$ cat config.mk
export PLATFORM = sky130hd
export DESIGN_NAME = stereo_voice_mixer_pan_gain
export DESIGN_NICKNAME = d
export VERILOG_FILES = /design/src/hdl/svm_pkg.sv /design/src/hdl/stereo_voice_mixer_pan_gain.sv /design/src/hdl/svm_mul.sv /design/src/hdl/svm_cfg.sv /design/src/hdl/svm_ctrl.sv
export SDC_FILE = /design/constraint.sdc
export NUM_CORES = 2
export LEC_CHECK = 0
export BUFFER_PORTS_ARGS = -buffer_cell sky130_fd_sc_hd__buf_2
export CORE_MARGIN = 5
export CORE_UTILIZATION = 55
export CTS_CLUSTER_SIZE = 20
export DETAILED_ROUTE_END_ITERATION = 10
export PLACE_DENSITY_LB_ADDON = 0.3
export REMOVE_ABC_BUFFERS = 1
export SYNTH_ARGS = -nofsm -noshare
export SYNTH_HDL_FRONTEND = slang
export SYNTH_SLANG_ARGS = --single-unit
$ cat constraint.sdc
create_clock -name clk -period 13.65 [get_ports clk]
set_input_delay 1.365 -clock clk [delete_from_list [all_inputs] [get_ports clk]]
set_output_delay 1.365 -clock clk [all_outputs]
set_load 0.005 [all_outputs]
$ cat src/hdl/svm_pkg.sv
// Shared constants, types and register codes of the stereo voice mixer.
// No dependencies; imported by every module of the block.
package svm_pkg;

  // voice count
  localparam int MAX_VOICES     = 3;
  localparam int DEF_NUM_VOICES = 3;

  // field widths
  localparam int SMP_W   = 16;
  localparam int GAIN_W  = 16;
  localparam int VOICE_W = 2;
  localparam int REG_IW  = 3;
  localparam int IN_DW   = 40;
  localparam int OUT_DW  = 32;

  // register codes
  localparam logic [REG_IW-1:0] REG_MASTER = 3'd0;
  localparam int                REG_GAIN0  = 1;
  localparam int                REG_PAN0   = 4;

  // value limits
  localparam int GAIN_MAX   = 32768;
  localparam int GAIN_RESET = 16384;
  localparam int PAN_MAX    = 16384;
  localparam int SAMPLE_MAX = 32767;
  localparam int SAMPLE_MIN = -32768;

  // shared multiplier: 32 x 16 unsigned, 48-bit product
  localparam int MUL_AW  = 32;
  localparam int MUL_BW  = 16;
  localparam int MUL_PW  = 48;
  localparam int MAC_SH  = 16;
  localparam int T_W     = 46;  // gain * master * amp factor
  localparam int FRAC_SH = 27;  // remaining shift after the split product
  localparam int SCL_W   = 18;  // scaled magnitude, up to 2^17

  typedef struct packed {
    logic              en;
    logic              mac;
    logic [MUL_AW-1:0] a;
    logic [MUL_BW-1:0] b;
  } mul_cmd_t;

endpackage

$ cat src/hdl/stereo_voice_mixer_pan_gain.sv
// Top level of the stereo voice mixer with per-voice gain and linear pan.
// Depends on svm_pkg, svm_cfg, svm_ctrl and svm_mul.
//
// Usage: one input beat carries one stereo sample of one voice. It is scaled
// by the voice gain and the master gain (Q2.14), panned linearly and added,
// with saturation to 16 bits, into the frame accumulator. A beat with in_tlast
// set closes the frame: the accumulated pair leaves as one output beat and the
// accumulator clears. A voice index at or above NUM_VOICES adds nothing, but
// its in_tlast still closes the frame.
// Timing: every product runs through one shared 32 x 16 multiplier, seven
// passes per beat (gain x master, then amp factor and a split sample product
// for each side). A valid voice holds in_tready low until the sequencer has run
// its passes and the right accumulate, so no beat is taken while one is mixed; a
// closing beat then passes an output load state, which waits while an earlier
// result stalls; out_tvalid rises after the load. Absent voices skip the passes.
// Stall: the result sits in an output register; the next frame is mixed
// meanwhile and only its own load waits for out_tready.
// Reset (rst_n low, synchronous) clears the accumulator and output valid and
// returns gains to unity and pans to centre. Config beats are always taken
// and should be written only while the block is idle.
module stereo_voice_mixer_pan_gain #(
  parameter int NUM_VOICES = svm_pkg::DEF_NUM_VOICES
) (
  input  logic                          clk,
  input  logic                          rst_n,
  input  logic                          in_tvalid,
  output logic                          in_tready,
  // voice[1:0], sample_left[17:2], sample_right[33:18], zero pad[39:34]
  input  logic [svm_pkg::IN_DW-1:0]     in_tdata,
  input  logic                          in_tlast,   // last_voice
  output logic                          out_tvalid,
  input  logic                          out_tready,
  // mixed_left[15:0], mixed_right[31:16]
  output logic [svm_pkg::OUT_DW-1:0]    out_tdata,
  input  logic                          cfg_valid,
  output logic                          cfg_ready,
  input  logic [svm_pkg::REG_IW-1:0]    cfg_index,
  input  logic [svm_pkg::GAIN_W-1:0]    cfg_data
);
  import svm_pkg::*;

  logic [GAIN_W-1:0]                 main_gain;
  logic [NUM_VOICES-1:0][GAIN_W-1:0] gains;
  logic [NUM_VOICES-1:0][GAIN_W-1:0] pans;
  mul_cmd_t                          mul_cmd;
  logic [MUL_PW-1:0]                 mul_p;

  // register file
  svm_cfg #(.NUM_VOICES(NUM_VOICES)) u_cfg (
    .clk         (clk),
    .rst_n       (rst_n),
    .cfg_valid   (cfg_valid),
    .cfg_ready   (cfg_ready),
    .cfg_index   (cfg_index),
    .cfg_data    (cfg_data),
    .main_gain   (main_gain),
    .gains       (gains),
    .pans        (pans)
  );

  // sequencer, accumulators, output register
  svm_ctrl #(.NUM_VOICES(NUM_VOICES)) u_ctrl (
    .clk         (clk),
    .rst_n       (rst_n),
    .in_tvalid   (in_tvalid),
    .in_tready   (in_tready),
    .in_tdata    (in_tdata),
    .in_tlast    (in_tlast),
    .out_tvalid  (out_tvalid),
    .out_tready  (out_tready),
    .out_tdata   (out_tdata),
    .main_gain   (main_gain),
    .gains       (gains),
    .pans        (pans),
    .mul_cmd     (mul_cmd),
    .mul_p       (mul_p)
  );

  // shared multiplier, product registered
  svm_mul u_mul (
    .clk (clk),
    .cmd (mul_cmd),
    .p   (mul_p)
  );

endmodule

$ cat src/hdl/svm_mul.sv
// Shared multiply / multiply-accumulate unit of the mixer.
// Depends on svm_pkg.
module svm_mul (
  input  logic              clk,
  input  svm_pkg::mul_cmd_t cmd,
  output logic [svm_pkg::MUL_PW-1:0] p
);
  import svm_pkg::*;

  logic [MUL_PW-1:0] p_r;
  logic [MUL_PW-1:0] p_nxt;
  logic [MUL_PW-1:0] prod;

  always_comb begin
    prod  = MUL_PW'(cmd.a) * MUL_PW'(cmd.b);
    p_nxt = p_r;
    if (cmd.en) begin
      // mac folds in the low partial product, already scaled down
      p_nxt = cmd.mac ? prod + (p_r >> MAC_SH) : prod;
    end
  end

  always_ff @(posedge clk) begin
    p_r <= p_nxt;
  end

  assign p = p_r;

endmodule

$ cat src/hdl/svm_cfg.sv
// Configuration registers: master gain, per-voice gain and pan, with clamping.
// Depends on svm_pkg.
module svm_cfg #(
  parameter int NUM_VOICES = svm_pkg::DEF_NUM_VOICES
) (
  input  logic                                   clk,
  input  logic                                   rst_n,
  input  logic                                   cfg_valid,
  output logic                                   cfg_ready,
  input  logic [svm_pkg::REG_IW-1:0]             cfg_index,
  input  logic [svm_pkg::GAIN_W-1:0]             cfg_data,
  output logic [svm_pkg::GAIN_W-1:0]             main_gain,
  output logic [NUM_VOICES-1:0][svm_pkg::GAIN_W-1:0] gains,
  output logic [NUM_VOICES-1:0][svm_pkg::GAIN_W-1:0] pans
);
  import svm_pkg::*;

  logic [GAIN_W-1:0]                  master_r, master_nxt;
  logic [NUM_VOICES-1:0][GAIN_W-1:0]  gain_r, gain_nxt;
  logic [NUM_VOICES-1:0][GAIN_W-1:0]  pan_r, pan_nxt;
  logic [GAIN_W-1:0]                  gain_clamp;
  logic signed [GAIN_W-1:0]           pan_clamp;
  logic                               wr;

  assign cfg_ready = 1'b1;
  assign wr        = cfg_valid & cfg_ready;

  always_comb begin
    gain_clamp = (cfg_data > GAIN_W'(GAIN_MAX)) ? GAIN_W'(GAIN_MAX) : cfg_data;
    pan_clamp  = $signed(cfg_data);
    if ($signed(cfg_data) > $signed(GAIN_W'(PAN_MAX))) begin
      pan_clamp = GAIN_W'(PAN_MAX);
    end else if ($signed(cfg_data) < -$signed(GAIN_W'(PAN_MAX))) begin
      pan_clamp = -$signed(GAIN_W'(PAN_MAX));
    end

    master_nxt = master_r;
    gain_nxt   = gain_r;
    pan_nxt    = pan_r;
    if (wr) begin
      if (cfg_index == REG_MASTER) begin
        master_nxt = gain_clamp;
      end
      // writes to voices beyond NUM_VOICES are dropped: those voices are silent
      for (int i = 0; i < NUM_VOICES; i++) begin
        if (cfg_index == REG_IW'(REG_GAIN0 + i)) begin
          gain_nxt[i] = gain_clamp;
        end
        if (cfg_index == REG_IW'(REG_PAN0 + i)) begin
          pan_nxt[i] = pan_clamp;
        end
      end
    end
  end

  always_ff @(posedge clk) begin
    if (!rst_n) begin
      master_r <= GAIN_W'(GAIN_RESET);
      for (int i = 0; i < NUM_VOICES; i++) begin
        gain_r[i] <= GAIN_W'(GAIN_RESET);
        pan_r[i]  <= '0;
      end
    end else begin
      master_r <= master_nxt;
      gain_r   <= gain_nxt;
      pan_r    <= pan_nxt;
    end
  end

  assign main_gain = master_r;
  assign gains     = gain_r;
  assign pans      = pan_r;

endmodule

$ cat src/hdl/svm_ctrl.sv
// Sequencer of the mixer: drives the shared multiplier, holds the frame
// accumulators and the output register. Depends on svm_pkg.
module svm_ctrl #(
  parameter int NUM_VOICES = svm_pkg::DEF_NUM_VOICES
) (
  input  logic                                       clk,
  input  logic                                       rst_n,
  input  logic                                       in_tvalid,
  output logic                                       in_tready,
  input  logic [svm_pkg::IN_DW-1:0]                  in_tdata,
  input  logic                                       in_tlast,
  output logic                                       out_tvalid,
  input  logic                                       out_tready,
  output logic [svm_pkg::OUT_DW-1:0]                 out_tdata,
  input  logic [svm_pkg::GAIN_W-1:0]                 main_gain,
  input  logic [NUM_VOICES-1:0][svm_pkg::GAIN_W-1:0] gains,
  input  logic [NUM_VOICES-1:0][svm_pkg::GAIN_W-1:0] pans,
  output svm_pkg::mul_cmd_t                          mul_cmd,
  input  logic [svm_pkg::MUL_PW-1:0]                 mul_p
);
  import svm_pkg::*;

  localparam logic [3:0] ST_IDLE = 4'd0;
  localparam logic [3:0] ST_GM   = 4'd1;
  localparam logic [3:0] ST_LF   = 4'd2;
  localparam logic [3:0] ST_LLO  = 4'd3;
  localparam logic [3:0] ST_LHI  = 4'd4;
  localparam logic [3:0] ST_LACC = 4'd5;
  localparam logic [3:0] ST_RLO  = 4'd6;
  localparam logic [3:0] ST_RHI  = 4'd7;
  localparam logic [3:0] ST_RACC = 4'd8;
  localparam logic [3:0] ST_OUT  = 4'd9;

  function automatic logic signed [SMP_W-1:0] acc_add(
    input logic signed [SMP_W-1:0] acc,
    input logic                    neg,
    input logic [SCL_W-1:0]        mag
  );
    logic signed [SCL_W+1:0] term;
    logic signed [SCL_W+1:0] sum;
    logic signed [SMP_W-1:0] res;
    term = neg ? -$signed({2'b00, mag}) : $signed({2'b00, mag});
    sum  = term + (SCL_W+2)'(acc);
    res  = acc;
    if (sum > (SCL_W+2)'(SAMPLE_MAX)) begin
      res = SMP_W'(SAMPLE_MAX);
    end else if (sum < (SCL_W+2)'(SAMPLE_MIN)) begin
      res = SMP_W'(SAMPLE_MIN);
    end else begin
      res = sum[SMP_W-1:0];
    end
    return res;
  endfunction

  logic [3:0]              state_r, state_nxt;
  logic                    last_r, last_nxt;
  logic [GAIN_W-1:0]       gsel_r, gsel_nxt;
  logic [MUL_BW-1:0]       fl_r, fl_nxt;
  logic [MUL_BW-1:0]       fr_r, fr_nxt;
  logic [SMP_W-1:0]        mag_l_r, mag_l_nxt;
  logic [SMP_W-1:0]        mag_r_r, mag_r_nxt;
  logic                    neg_l_r, neg_l_nxt;
  logic                    neg_r_r, neg_r_nxt;
  logic [T_W-MAC_SH-1:0]   thi_r, thi_nxt;
  logic [MUL_AW-2:0]       gm_r, gm_nxt;
  logic signed [SMP_W-1:0] acc_l_r, acc_l_nxt;
  logic signed [SMP_W-1:0] acc_r_r, acc_r_nxt;
  logic                    ov_r, ov_nxt;
  logic [OUT_DW-1:0]       od_r, od_nxt;

  logic [VOICE_W-1:0]      in_voice;
  logic signed [SMP_W-1:0] in_sl, in_sr;
  logic                    vok;
  logic [GAIN_W-1:0]       gsel;
  logic signed [SMP_W:0]   pan_x;
  logic [SCL_W-1:0]        scaled;

  assign in_voice = in_tdata[VOICE_W-1:0];
  assign in_sl    = $signed(in_tdata[VOICE_W+SMP_W-1:VOICE_W]);
  assign in_sr    = $signed(in_tdata[VOICE_W+2*SMP_W-1:VOICE_W+SMP_W]);
  assign scaled   = mul_p[FRAC_SH+SCL_W-1:FRAC_SH];
  assign in_tready = (state_r == ST_IDLE);

  // voice lookup
  always_comb begin
    vok   = 1'b0;
    gsel  = '0;
    pan_x = '0;
    for (int i = 0; i < NUM_VOICES; i++) begin
      if (in_voice == VOICE_W'(i)) begin
        vok   = 1'b1;
        gsel  = gains[i];
        pan_x = (SMP_W+1)'($signed(pans[i]));
      end
    end
  end

  always_comb begin
    state_nxt = state_r;
    last_nxt  = last_r;
    gsel_nxt  = gsel_r;
    fl_nxt    = fl_r;
    fr_nxt    = fr_r;
    mag_l_nxt = mag_l_r;
    mag_r_nxt = mag_r_r;
    neg_l_nxt = neg_l_r;
    neg_r_nxt = neg_r_r;
    thi_nxt   = thi_r;
    gm_nxt    = gm_r;
    acc_l_nxt = acc_l_r;
    acc_r_nxt = acc_r_r;
    ov_nxt    = ov_r;
    od_nxt    = od_r;
    mul_cmd   = '0;

    if (ov_r && out_tready) begin
      ov_nxt = 1'b0;
    end

    case (state_r)
      ST_IDLE: begin
        if (in_tvalid) begin
          last_nxt  = in_tlast;
          gsel_nxt  = gsel;
          fl_nxt    = MUL_BW'((SMP_W+1)'(PAN_MAX) - pan_x);
          fr_nxt    = MUL_BW'(pan_x + (SMP_W+1)'(PAN_MAX));
          neg_l_nxt = in_sl[SMP_W-1];
          neg_r_nxt = in_sr[SMP_W-1];
          mag_l_nxt = in_sl[SMP_W-1] ? SMP_W'(-in_sl) : SMP_W'(in_sl);
          mag_r_nxt = in_sr[SMP_W-1] ? SMP_W'(-in_sr) : SMP_W'(in_sr);
          if (vok) begin
            state_nxt = ST_GM;
          end else if (in_tlast) begin
            state_nxt = ST_OUT;
          end
        end
      end
      ST_GM: begin
        mul_cmd = '{en: 1'b1, mac: 1'b0, a: MUL_AW'(gsel_r), b: main_gain};
        state_nxt = ST_LF;
      end
      ST_LF: begin
        gm_nxt  = mul_p[MUL_AW-2:0];
        mul_cmd = '{en: 1'b1, mac: 1'b0, a: mul_p[MUL_AW-1:0], b: fl_r};
        state_nxt = ST_LLO;
      end
      ST_LLO: begin
        thi_nxt = mul_p[T_W-1:MAC_SH];
        mul_cmd = '{en: 1'b1, mac: 1'b0, a: MUL_AW'(mul_p[MAC_SH-1:0]), b: mag_l_r};
        state_nxt = ST_LHI;
      end
      ST_LHI: begin
        mul_cmd = '{en: 1'b1, mac: 1'b1, a: MUL_AW'(thi_r), b: mag_l_r};
        state_nxt = ST_LACC;
      end
      ST_LACC: begin
        acc_l_nxt = acc_add(acc_l_r, neg_l_r, scaled);
        mul_cmd   = '{en: 1'b1, mac: 1'b0, a: MUL_AW'(gm_r), b: fr_r};
        state_nxt = ST_RLO;
      end
      ST_RLO: begin
        thi_nxt = mul_p[T_W-1:MAC_SH];
        mul_cmd = '{en: 1'b1, mac: 1'b0, a: MUL_AW'(mul_p[MAC_SH-1:0]), b: mag_r_r};
        state_nxt = ST_RHI;
      end
      ST_RHI: begin
        mul_cmd = '{en: 1'b1, mac: 1'b1, a: MUL_AW'(thi_r), b: mag_r_r};
        state_nxt = ST_RACC;
      end
      ST_RACC: begin
        acc_r_nxt = acc_add(acc_r_r, neg_r_r, scaled);
        state_nxt = last_r ? ST_OUT : ST_IDLE;
      end
      ST_OUT: begin
        if (!ov_r || out_tready) begin
          ov_nxt    = 1'b1;
          od_nxt    = {acc_r_r, acc_l_r};
          acc_l_nxt = '0;
          acc_r_nxt = '0;
          state_nxt = ST_IDLE;
        end
      end
      default: begin
        state_nxt = ST_IDLE;
      end
    endcase
  end

  always_ff @(posedge clk) begin
    if (!rst_n) begin
      state_r <= ST_IDLE;
      acc_l_r <= '0;
      acc_r_r <= '0;
      ov_r    <= 1'b0;
    end else begin
      state_r <= state_nxt;
      acc_l_r <= acc_l_nxt;
      acc_r_r <= acc_r_nxt;
      ov_r    <= ov_nxt;
    end
  end

  always_ff @(posedge clk) begin
    last_r  <= last_nxt;
    gsel_r  <= gsel_nxt;
    fl_r    <= fl_nxt;
    fr_r    <= fr_nxt;
    mag_l_r <= mag_l_nxt;
    mag_r_r <= mag_r_nxt;
    neg_l_r <= neg_l_nxt;
    neg_r_r <= neg_r_nxt;
    thi_r   <= thi_nxt;
    gm_r    <= gm_nxt;
    od_r    <= od_nxt;
  end

  assign out_tvalid = ov_r;
  assign out_tdata  = od_r;

endmodule

## Yosys cells after proc, flatten, opt, wreduce, memory -nomap -nowiden

Cells that the tools add are included.

| storage, ports and cells | value |
|---|---|
| output and inout bits | 35 |
| logic and storage cells | 116 |
| input bits | 65 |
| register bits | 373 |

| cells by class | value |
|---|---|
| eq/ne operators | 20 |
| multiply operators | 1 |
| add/sub/neg operators | 8 |
| magnitude comparators | 7 |
| mux-type cells | 34 |
| reductions and logical operators | 21 |

Operators by type and width:

| cell | count |
|---|---|
| $pmux W50 S7 | 1 |
| $mux W16 | 14 |
| $pmux W16 S2 | 2 |
| $add A48 B32 Y48 | 1 |
| $mul A32 B16 Y48 | 1 |
| $mux W48 | 1 |
| $add A20 B16 Y20 | 2 |
| $gt A20 B16 Y1 const B | 2 |
| $lt A20 B16 Y1 const B | 2 |
| $mux W20 | 2 |
| $pmux W4 S10 | 1 |
| $gt A16 B16 Y1 const B | 2 |
| $neg A16 Y16 | 2 |
| $mux W15 | 2 |
| $reduce_and A2 Y1 | 11 |
| $mux W4 | 5 |
| $neg A18 Y20 | 1 |
| $add A16 B16 Y16 const B | 1 |
| $eq A4 B3 Y1 const B | 4 |
| $lt A16 B15 Y1 const B | 1 |
| $sub A16 B16 Y16 const A | 1 |
| $eq A3 B3 Y1 const B | 3 |
| $eq A4 B2 Y1 const B | 2 |
| $eq A4 B4 Y1 const B | 2 |
| other kinds (18) | 25 |

## Logic depth before layout (Yosys ltp)

| logic depth | value |
|---|---|
| depth after elaboration | 7 |
| depth in mapped cells | 41 |

## By module

From an unflattened synthesis, not the netlist that was laid out.

| second synthesis, totals | value |
|---|---|
| cell total of the unflattened synthesis | 3,902 |
| area, all modules | 36,465.0 µm² |

Modules (own cells, without submodules):

| module | cells each | instances | sequential area each (µm²) | area an instance (µm²) |
|---|---|---|---|---|
| svm_mul | 2,301 | 1 | 1,441.4 | 19,954.1 |
| svm_ctrl | 1,130 | 1 | 5,995.8 | 11,941.5 |
| svm_cfg | 471 | 1 | 2,242.2 | 4,569.4 |

## Least setup slack after synthesis

Ideal clock, no wire load.

| timing | value |
|---|---|
| path type | reg-to-reg |
| from | reg u_ctrl.state_r[1] |
| to | reg u_mul.p_r[47] (netlist: u_mul.p[47]) (data pin) |
| buffers on the path | 5 |
| cell stages (with the launch flop) | 37 |
| setup time | 260 ps |
| path slack | 3,236 ps |
| arrival | 10,154 ps |
| cells stage by stage | dfxtp_1 > clkbuf_1 > nor4b_1 > clkbuf_1 > buf_1 > nand2_1 > nand2_1 > clkbuf_1 > nand2_1 > fa_1 > fa_1 > fa_1 > inv_1 > fa_1 > fa_1 > inv_1 > fa_1 > inv_1 > ha_1 > a21o_1 > a21o_1 > a21oi_1 > o211a_1 > a21oi_1 > xor2_1 > ha_1 > nand2_1 > nor2_1 > nand3_1 > a2111oi_1 > o2111ai_1 > a21oi_1 > nand4b_1 > or4_1 > buf_2 > nor3b_2 > xnor2_1 |

| on the way | value |
|---|---|
| word-level cells in the longest chain between the ends | 5 |

Ends and longest elaborated chain:

| element | RTL line | text |
|---|---|---|
| start: declaration | svm_ctrl.sv:55 | `logic [3:0] state_r, state_nxt;` |
| start signal: assignment | svm_ctrl.sv:196 | `state_r <= state_nxt;` |
| $eq A4 B3 Y1, or another cell as far along | svm_ctrl.sv:120 | `case (state_r)` |
| $pmux W50 S7 * | svm_ctrl.sv:120 |  |
| $mul A32 B16 Y48 | svm_mul.sv:15 | `prod = MUL_PW'(cmd.a) * MUL_PW'(cmd.b);` |
| $add A48 B32 Y48 | svm_mul.sv:19 | `p_nxt = cmd.mac ? prod + (p_r >> MAC_SH) : prod;` |
| $mux W48 * | svm_mul.sv:19 |  |
| end signal: assignment | svm_mul.sv:24 | `p_r <= p_nxt;` |
| end: declaration | svm_mul.sv:10 | `logic [MUL_PW-1:0] p_r;` |

Mark *: on every way between the ends. The rest lies on a longest branch, timed or not.
A chain may end at the register's enable or synchronous reset.

## Worst setup path in the final report

| timing | value |
|---|---|
| from | reg u_ctrl.state_r[0] |
| to | reg u_mul.p_r[44] (netlist: u_mul.p[44]) (data pin) |

Same word-level chain as after synthesis.

==> results.md <==
* Outcome: finished clean
* Place WS at 2749 ps
* Final instance area at 38300 um2
* Crit Path Max Fanout at 67
* Detailed-route DRC error count at 0
* ANT cells at 0
* DR vias/cell at 5.926
* M2 GR Usage at 46.52%
* Reg power frac at 26.6%
* Yosys warning count at 0
* Min Tclk post-route at 11140 ps
* Row cnt at 93
* Top cell type's share of synthesized area at 23.50%
* CTS Buf Count at 41
* Met1 usage at 38.38%
* Die Span Y at 265.3 um
* Initial antenna violation count at 1
* EDFF count, synth at 223
* Final setup fails at 0
* Starting Density at 55.62%
* Synth cell types at 90
* Total chip power at 6.815 mW
* Max-slew violations at 0
* Final hold vios at 0
* Pwr/cell area at 177.9 nW/um2
* # IOs at 100
* Largest cells by area after synthesis: fa_1, edfxtp_1, nand2_1, dfxtp_1, ha_1
* H-tree depth at 2
* Crit. End Element: flop
* Fin Setup TNS at 0 ps
* Overflow after GRT at 0
* Max Clk Rate at 89.77 MHz
* Ys flop type: edfxtp_1
* CP required at 13950 ps
* Area grow syn2layout at 6.815%
* Largest net degree at the start of global routing at 79
* RSZ-0062 raised after global routing: false
* Vias post-DR at 29080
* Crit path arrival time at 11440 ps
* Critical path class: reg -> reg
* Critical path's slowest cell: nand3_2
* Layout cell share with drive strength beyond 1 at 5.997%
* TritonCTS clock tree: yes
* LEAKAGE at 16.31 nW
* FFs w/ async S/R, synth at 0%
* CP Launch Type: flop
* Post-CTS Setup Inserts at 0
* Clock latency on the worst-skew pair at 580 ps
* DP Area at 36990 um2
* # nets final at 4701
* Fin Clk Skew at 27.42 ps
* Sw frac at 49.04%
* Fin crit share at 81.61%
* Worst setup slack after layout at 2510 ps
* GP Congestion at 0.9671
* Cts repair resizes at 0
* Top-count cell post-synth: nand2_1
* Number of global-route vias before repair at 28730
* Die area at 70400 um2
* Post-Syn Area at 35860 um2
* Root Buffer: clkbuf_16
* P_sw at 3.342 mW
* Cell taking the most area after synthesis: fa_1
* Seq cells post-synth at 372
* Worst Tran Pin Value at 1133 ps
* Cells after Synth at 4035
* Fillers at 5673
* Commonest cells in the netlist: nand2_1, inv_1, fa_1
* Clock power share at 15.8%
* IO Port Bufs at 92
* Cts hold-fix bufs at 0
* First-pass GRT wire length at 159900 um
* Max stage delay on crit path at 780 ps
* Worst slew margin at 24.20%
* MaxCap Viol Count at 0
* Core Area at 64460 um2
* Drt pass-1 iters at 6
* Worst path most repeated cell: fa_1
* Core Util, Final at 59.42%
* WL final at 101300 um
* Clock tree sinks at 372
* Synth Area per Inst at 8.887 um2
* Global Route Usage Sum at 28.50%
* Routed Antenna Nets at 0
* GR Util met3 at 5.115%
* Hold Crit Class: reg -> reg
* Clock buffer depth at 3
* Pint at 3.473 mW
* Most used routing layer: met2
* Sequential share of the synthesized area at 26.99%
* Clk slew on worst S/H paths at 60 ps
* Detail Placement HPWL at 76840 um
* Post-detailed-route wirelength per cell at 20.65 um
* Combinational group share of total power at 57.6%
* Peak VDD IR at 0.1548 mV
* DR iter-0 viols at 2454
* Die span in x at 265.3 um
-- final cells by class --
| cell class | count | area [um2] | share of cell area [%] |
|---|---|---|---|
| multi-input combinational | 2954 | 23540 | 61.45 |
| sequential | 372 | 9679 | 25.27 |
| inverter | 519 | 1951 | 5.093 |
| clock buffer | 53 | 1157 | 3.022 |
| tap | 855 | 1070 | 2.793 |
| timing repair buffer | 131 | 753.2 | 1.967 |
| clock inverter | 23 | 153.9 | 0.4018 |
-- path summary, 6_finish.rpt --
| check | startpoint | slack (ps) | cells after the start | to |
|---|---|---|---|---|
| max | u_ctrl.state_r[0] | 2510 | 35 | u_mul.p[44] |
| min | u_mul.p[11] | 450 | 0 | u_ctrl.gm_r[11] |
| min reg2reg | u_mul.p[11] | 450 | 0 | u_ctrl.gm_r[11] |
| max reg2reg | u_ctrl.state_r[0] | 2510 | 35 | u_mul.p[44] |
-- sequential cells by signal, indices dropped and copies added (netlist names) --
register / count
u_ctrl.fr_r: 16
u_ctrl.mag_l_r: 16
u_ctrl.acc_r_r: 16
u_ctrl.fl_r: 15
u_ctrl.mag_r_r: 16
u_ctrl.neg_l_r: 1
u_cfg.gains: 48
u_ctrl.out_tvalid: 1
u_ctrl.neg_r_r: 1
u_ctrl.gm_r: 31
u_cfg.main_gain: 16
u_ctrl.out_tdata: 32
u_ctrl.gsel_r: 16
u_cfg.pans: 48
u_ctrl.thi_r: 30
u_mul.p: 48
u_ctrl.state_r: 4
u_ctrl.last_r: 1
u_ctrl.acc_l_r: 16
-- cell families (layout without fill, tap and decap cells) --
| logic type | Yosys count | in the layout | synth area share [%] |
|---|---|---|---|
| buffers and inverters | 709 | 726 | 7.523 |
| adder cells (fa/ha/maj) | 617 | 617 | 30.34 |
| flip-flops | 372 | 372 | 26.99 |
| AO/OA/AOI/OAI | 692 | 692 | 12.12 |
| other | 1 | 1 | 0.01046 |
| XOR/XNOR | 187 | 187 | 4.567 |
| multiplexers | 36 | 36 | 1.005 |
| AND/OR/NAND/NOR | 1421 | 1421 | 17.44 |
-- per-stage QoR --
stage	std cells	hold slack [ps]
4_1_cts	4907	447.5
2_1_floorplan	3845	426.2
3_3_place_gp	4831	430.7
5_1_grt	4907	455.5
6_report	4907	450.1
3_5_place_dp	4831	432.7
-- layout by cell type (no fill, tap or decap), types with 10 or more instances in the layout --
master,instances
dfxtp_1,149
nor2_1,204
a22oi_1,40
inv_1,516
o31ai_1,17
o21ai_0,109
nand4_1,40
or4_1,10
a21o_1,47
ha_1,196
o21ai_1,18
mux2i_1,36
and3_1,13
nand3_1,87
fa_1,421
xor2_1,56
nand2_1,861
a31oi_1,38
a211oi_1,27
clkbuf_16,44
nor4_1,11
nor3_1,31
buf_4,39
nor2b_1,19
and2_1,21
edfxtp_1,223
a21oi_1,264
buf_2,92
xnor2_1,131
o211ai_1,17
o21a_1,17
and4_1,24
or3_1,24
nand2b_1,35
-- power by group through the flow --
| stage | logic, mW | registers (mW) | clock network (mW) |
|---|---|---|---|
| after floorplan | 2.68 | 1.71 | 0 |
| after global placement | 3.78 | 1.82 | 0 |
| after detailed placement | 3.84 | 1.82 | 0 |
| after CTS | 3.87 | 1.80 | 1.09 |
| after global routing | 4.30 | 1.83 | 1.15 |
| final | 3.93 | 1.81 | 1.08 |
-- metal layers --
metal / routed length, um / up-vias
met4: 4533 / 0
met5: 0 / -
met3: 8550 / 262
met2: 47390 / 1264
met1: 40830 / 14250
li1: - / 13300
-- worst max-delay path: cells and delay by family (launching register included) --
kind / cells / cell delay (ps)
AOI/OAI and AO/OA: 8 / 2070
and+or+nand+nor: 11 / 3070
adders and majority gates: 8 / 3760
DFF: 1 / 570
buffers and inverters: 6 / 940
xor gates and xnor gates: 2 / 360
Power figures use the tool's default switching activity.
